## src/rtl/sample_sort_bucket_classifier_macros.svh

```systemverilog
// Assertion helpers shared by the classifier modules.
`ifndef SAMPLE_SORT_BUCKET_CLASSIFIER_MACROS_SVH
`define SAMPLE_SORT_BUCKET_CLASSIFIER_MACROS_SVH

// Same-cycle implication, sampled on clk, off while arst_n is low.
`define SSBC_ASSERT_NOW(label, ante, cons, msg) \
	label: assert property (@(posedge clk) disable iff (!arst_n) (ante) |-> (cons)) \
		else $error(msg);

// Next-cycle implication, sampled on clk, off while arst_n is low.
`define SSBC_ASSERT_NEXT(label, ante, cons, msg) \
	label: assert property (@(posedge clk) disable iff (!arst_n) (ante) |=> (cons)) \
		else $error(msg);

`endif

```

## src/rtl/ssbc_pkg.sv

```systemverilog
package ssbc_pkg;

	localparam int ACT_W      = 2;
	localparam int SLOT_W     = 8;
	localparam int KEY_W      = 64;
	localparam int BKT_W      = 8;
	localparam int OUT_CNT_W  = 32;
	localparam int OFF_W      = 40;
	localparam int NB_W       = 9;
	localparam int BUCKET_CAP = 256;

	localparam int MAX_BUCKETS_DEF = 256;
	localparam int COUNT_WIDTH_DEF = 32;
	localparam int QUEUE_DEPTH     = 2;

	localparam logic [NB_W-1:0]  NB_RESET = 9'd2;
	localparam logic [NB_W-1:0]  NB_MIN   = 9'd2;
	localparam logic [OFF_W-1:0] OFF_MAX  = {OFF_W{1'b1}};

	localparam logic ST_OK    = 1'b0;
	localparam logic ST_RANGE = 1'b1;

	typedef enum logic [ACT_W-1:0] {
		ACT_LOAD     = 2'd0,
		ACT_CLASSIFY = 2'd1,
		ACT_QUERY    = 2'd2,
		ACT_CLEAR    = 2'd3
	} ssbc_action_t;

	typedef enum logic [1:0] {
		F_IDLE,
		F_SRCH,
		F_PUSH
	} ssbc_front_state_t;

	typedef enum logic [1:0] {
		B_IDLE,
		B_INC,
		B_QRY,
		B_DONE
	} ssbc_back_state_t;

	typedef struct packed {
		logic [ACT_W-1:0]        action;
		logic [SLOT_W-1:0]       slot_index;
		logic signed [KEY_W-1:0] key_value;
	} ssbc_item_t;

	typedef struct packed {
		logic [BKT_W-1:0]     bucket;
		logic [OUT_CNT_W-1:0] bucket_count;
		logic [OFF_W-1:0]     bucket_offset;
		logic                 status;
	} ssbc_result_t;

	typedef struct packed {
		ssbc_action_t     op;
		logic [BKT_W-1:0] bucket;
		logic             status;
	} ssbc_cmd_t;

	function automatic int addr_bits(input int depth);
		return (depth > 1) ? $clog2(depth) : 1;
	endfunction

	function automatic int cnt_depth(input int max_buckets);
		return (max_buckets < BUCKET_CAP) ? max_buckets : BUCKET_CAP;
	endfunction

endpackage

```

## src/rtl/ssbc_queue.sv

```systemverilog
`include "sample_sort_bucket_classifier_macros.svh"

module ssbc_queue #(
	parameter int DEPTH = ssbc_pkg::QUEUE_DEPTH
) (
	input  logic                clk,
	input  logic                arst_n,
	input  logic                push,
	input  ssbc_pkg::ssbc_cmd_t push_cmd,
	output logic                full,
	input  logic                pop,
	output ssbc_pkg::ssbc_cmd_t pop_cmd,
	output logic                nonempty
);
	localparam int PW = ssbc_pkg::addr_bits(DEPTH);
	localparam int CW = $clog2(DEPTH + 1);

	ssbc_pkg::ssbc_cmd_t slots_q [DEPTH];
	logic [PW-1:0] wr_q, rd_q;
	logic [CW-1:0] count_q;
	logic          do_push, do_pop;

	assign full     = count_q == CW'(DEPTH);
	assign nonempty = count_q != '0;
	assign pop_cmd  = slots_q[rd_q];
	assign do_push  = push && !full;
	assign do_pop   = pop && nonempty;

	always_ff @(posedge clk or negedge arst_n) begin
		if (!arst_n) begin
			wr_q    <= '0;
			rd_q    <= '0;
			count_q <= '0;
		end else begin
			if (do_push) begin
				wr_q <= (wr_q == PW'(DEPTH - 1)) ? '0 : wr_q + 1'b1;
			end
			if (do_pop) begin
				rd_q <= (rd_q == PW'(DEPTH - 1)) ? '0 : rd_q + 1'b1;
			end
			if (do_push && !do_pop) begin
				count_q <= count_q + 1'b1;
			end else if (do_pop && !do_push) begin
				count_q <= count_q - 1'b1;
			end
		end
	end

	always_ff @(posedge clk) begin
		if (do_push) begin
			slots_q[wr_q] <= push_cmd;
		end
	end

	`SSBC_ASSERT_NOW(a_no_push_full, push, !full, "push into a full queue")
endmodule

```

## config.mk

```make
export PLATFORM = sky130hd
export DESIGN_NAME = ssbc_queue
export DESIGN_NICKNAME = d
export VERILOG_FILES = /design/src/rtl/ssbc_pkg.sv /design/src/rtl/ssbc_queue.sv
export VERILOG_INCLUDE_DIRS = /design/src /design/src/rtl
export SDC_FILE = /design/constraint.sdc
export NUM_CORES = 1
export LEC_CHECK = 0
export BUFFER_PORTS_ARGS = -buffer_cell sky130_fd_sc_hd__buf_2
export CAP_MARGIN = 20
export CELL_PAD_IN_SITES_DETAIL_PLACEMENT = 0
export CELL_PAD_IN_SITES_GLOBAL_PLACEMENT = 1
export CORE_MARGIN = 3
export CORE_UTILIZATION = 45
export CTS_CLUSTER_DIAMETER = 80
export DETAILED_ROUTE_END_ITERATION = 8
export PLACE_DENSITY_LB_ADDON = 0.1
export SLEW_MARGIN = 15
export SYNTH_ARGS = -nofsm -noshare
export SYNTH_HDL_FRONTEND = slang
export SYNTH_SLANG_ARGS = --single-unit
```

## constraint.sdc

```tcl
create_clock -name clk -period 3.05 [get_ports clk]
set_input_delay 0.61 -clock clk [delete_from_list [all_inputs] [get_ports clk]]
set_output_delay 0.61 -clock clk [all_outputs]
set_load 0.005 [all_outputs]
```

== Yosys cells after proc, flatten, opt, wreduce, memory -nomap -nowiden ==
Memories as Yosys holds them, arrays and structs flattened.
Index checks and enable logic that the tools add are counted.
Operators by class
  $add $sub $neg: 4
  equality and inequality tests: 1
  mux-type cells: 6
  reductions and logical operators: 9
Operator list (number)
  1-bit logical AND: 4
  1-bit 2-to-1 mux: 4
  2-bit 2-to-1 mux: 2
  2-bit nonzero test: 2
  1-bit logical NOT: 3
  1-bit adder, second input constant: 2
  2-bit by 1-bit adder with 2-bit output, second input constant: 1
  2-bit equality test, second input constant: 1
  2-bit by 1-bit subtractor with 2-bit output, second input constant: 1
Word-level totals
  bits in registers: 4
  RAM bits: 22
  output and inout bits: 13
  word-level logic and storage cells: 24
  memories kept: 1
Memories
  slots_q: words 2, width 11, read ports 1, clocked after Yosys merged registers in 0, wr ports 1, RTL line ssbc_queue.sv:18  | ssbc_pkg::ssbc_cmd_t slots_q [DEPTH];

== Longest topological paths before layout ==
  depth in word-level cells: 7
  mapped depth: 7
  depth with buffers taken out: 7

== Worst setup path before layout ==
No wires, ideal clock.
  path type: input-to-reg
  start: in push
  end: mem slots_q[0][0] in the netlist's numbering (enable)
  library setup time: 378 ps
  data arrival time: 1158 ps
  data required time: 2672 ps
  path slack: 1513 ps
  stages: 2
  path buffers: 0
  path through: nand2_2 nor2_1
On the way
  longest elaborated chain between the ends: 3
RTL lines
  from (decl): RTL line ssbc_queue.sv:8  | input logic push,
  1-bit logical AND: RTL line ssbc_queue.sv:26  | assign do_push = push && !full;
  1-bit 2-to-1 mux: RTL line ssbc_queue.sv:50  | if (do_push) begin
  1-bit 2-to-1 mux (not written as such): RTL line ssbc_queue.sv:51  | slots_q[wr_q] <= push_cmd;
  to (decl): RTL line ssbc_queue.sv:18
No other way between the ends.

==> metrics.md <==
| Metric | Value |
|---|---|
| Status | complete, no violations |
| DRC viols | 0 |
| Synth Warn # | 0 |
| GRT overflow | 0 |
| Detail Route Antenna Nets | 0 |
| Die footprint | 2920 um^2 |
| Starting Density | 49.9% |
| Num CTS Buffers | 3 |
| Via-per-instance ratio | 4.59 |
| Final worst path period need | 2.22 ns |
| Switching pwr | 304 uW |
| Layout area overhead | 19.4% |
| Pleak | 0.528 nW |
| Max VDD drop | 0.522 mV |
| Worst EP arrival | 1.61 ns |
| Initial antenna violation count | 0 |
| Diode count | 0 |
| Worst Hold Class | input pin to asynchronous set/reset pin |
| Post-synthesis register bit count | 26 |
| Fin. Hold Viols | 0 |
| Synthesized cell area | 1040 um^2 |
| Register area share after synthesis | 73.2% |
| First-pass GRT wire length | 2280 um |
| H-tree levels | 1 |
| Syn nets | 69 |
| Final net count | 101 |
| Tcrit/Tclk final | 72.7% |
| DP Area | 1200 um^2 |
| Total track usage | 11.4% |
| DP Worst Slack | 1.16 ns |
| Post-Syn Instances | 53 |
| Worst Reg-to-Reg Cells | 2 |
| Cells along the critical path | mux2_2, buf_2 |
| Max incr delay on CP | 0.78 ns |
| Clock power share | 15.2% |
| Synthesized area per cell | 19.6 um^2 |
| Worst EP required | 2.44 ns |
| Hold_buf cts | 0 |
| Filler cells | 181 |
| Cts repair resizes | 0 |
| Clock Latency Late Sink | 0.31 ns |
| Final worst setup slack | 0.831 ns |
| Vias in the first global route | 501 |
| Fmax | 0.451 GHz |
| Inst Count DP | 107 |
| Drt total wl | 1400 um |
| CP startpoint | rd_q$_DFFE_PN0P_ |
| Startpoint types | register |
| R2r endpoint | slots_q[1][1]$_DFFE_PP_ |
| Final core occ | 59.6% |
| Total number of vias | 509 |
| Worst-Margin Slew | 0.640 ns |
| Avg WL per Cell | 12.6 um |
| Total power | 1.09 mW |
| Gate power share | 32.9% |
| Critical-path top delay cell | dfrtp_1 |
| Worst reg2reg setup slack | 1.59 ns |
| Final Non-Filler Cells | 111 |
| CORE AREA | 2080 um^2 |
| Post-CTS setup buffers | 0 |
| Pin count of the biggest net entering global routing | 15 |
| Setup-failing EPs final | 0 |
| Layout Skew | 0.00282 ns |
| Root Buffer | clkbuf_4 |
| Die Wd | 54.1 um |
| Flop pwr share | 51.9% |
| Pint | 790 uW |
| CTS tree | yes |
| GP Congestion | 0.630 |
| Die Ht | 54.1 um |
| Total iterations of the first detailed-routing run | 2 |
| Yosys cell types | 15 |
| CP Class | register to primary output |
| Switching Fraction | 27.8% |
| CP Capture Type | primary output |
| Clock sink count | 26 |
| Worst hold slack | 0.0765 ns |
| Rows | 16 |
| Initial DRC Count | 5 |
| Reg clk slew, reported paths | 0.13 ns |
| Reg2reg start | count_q[0]$_DFFE_PN0P_ |
| Max-cap violations | 0 |
| Fin. max-slew vios | 0 |
| Hpwl dp | 1040 um |
| RSZ-0062 raised after global routing | no |
| CP max FO | 12 |
| Share of post-route cells with drive strength above 1 | 54.8% |
| Setup TNS | 0 ns |
| Pwr/cell area | 881 nW/um^2 |
| Final Instance Area | 1240 um^2 |
| Port bufs | 27 |
| Max_slew headroom | 57.3% |
| I/O pins | 28 |
| Max Root-Sink Buffers | 2 |
==> flip-flops by register name, indices dropped and copies added (netlist names) <==
name,flops
wr_q,1
rd_q,1
slots_q,22
count_q,2
==> synth_stat cells (all sizes together) <==
| cell | instances | area, um^2 |
|---|---|---|
| and3 | 1 | 6.26 |
| buf | 1 | 11.3 |
| dfrtp | 4 | 100 |
| edfxtp | 22 | 661 |
| ha | 1 | 12.5 |
| inv | 2 | 7.51 |
| mux2 | 11 | 158 |
| nand2 | 2 | 17.5 |
| nand2b | 1 | 6.26 |
| nor2 | 2 | 7.51 |
| or2 | 1 | 8.76 |
| xnor2 | 3 | 26.3 |
| xor2 | 2 | 17.5 |
==> logic make-up (layout without fill, tap and decap cells) <==
group | after synthesis | after routing | share of synthesized area, %
xor+xnor | 5 | 5 | 4.21
buf+inv | 3 | 34 | 1.81
flops | 26 | 26 | 73.2
mux | 11 | 11 | 15.2
simple gates | 7 | 7 | 4.45
fa+ha+maj | 1 | 1 | 1.20
==> area by class of cell <==
cell class | instances | area, um^2 | share of cell area, %
Sequential cell | 26 | 761 | 61.3
Clock buffer | 4 | 36.3 | 2.92
Multi-Input combinational cell | 24 | 260 | 21.0
Timing Repair Buffer | 28 | 143 | 11.5
Inverter | 2 | 7.51 | 0.605
Tap cell | 27 | 33.8 | 2.72
==> worst max path at each step <==
stage / endpoint / slack (ns)
2_1_floorplan: slots_q[0][0]$_DFFE_PP_ / 1.51
3_3_place_gp: pop_cmd[4] / 1.17
3_5_place_dp: pop_cmd[7] / 1.16
4_1_cts: pop_cmd[7] / 0.79
5_1_grt: pop_cmd[7] / 0.70
6_report: pop_cmd[4] / 0.83
==> power by group through the flow <==
stage | sequential (mW) | clock [mW] | combinational (mW)
global placement | 0.575 | 0 | 0.370
global route | 0.580 | 0.195 | 0.405
finish | 0.567 | 0.166 | 0.360
floorplan | 0.535 | 0 | 0.293
detailed placement | 0.579 | 0 | 0.368
CTS | 0.570 | 0.170 | 0.370
==> per-layer routing <==
| layer | global-route usage, % | up-vias | share of wire (%) |
|---|---|---|---|
| met5 | 0 | - | 0 |
| met1 | 13.0 | 238 | 40 |
| met3 | 2.49 | 0 | 5.8 |
| met4 | 4.98 | 0 | 0 |
| met2 | 20.4 | 14 | 54 |
| li1 | - | 257 | - |
==> layout by cell type, fill, tap and decap left out, drive strengths merged <==
master	count
nor2	2
clkbuf	4
inv	2
xor2	2
dfrtp	4
and3	1
nand2b	1
mux2	11
or2	1
buf	28
nand2	2
xnor2	3
ha	1
edfxtp	22
==> critical path, delay by kind of cell, from the launching register on <==
kind	cells	cell delay (ns)
muxes	1	0.40
DFF	1	0.78
buffers and inverters	1	0.12
Power figures use the tool's default switching activity.
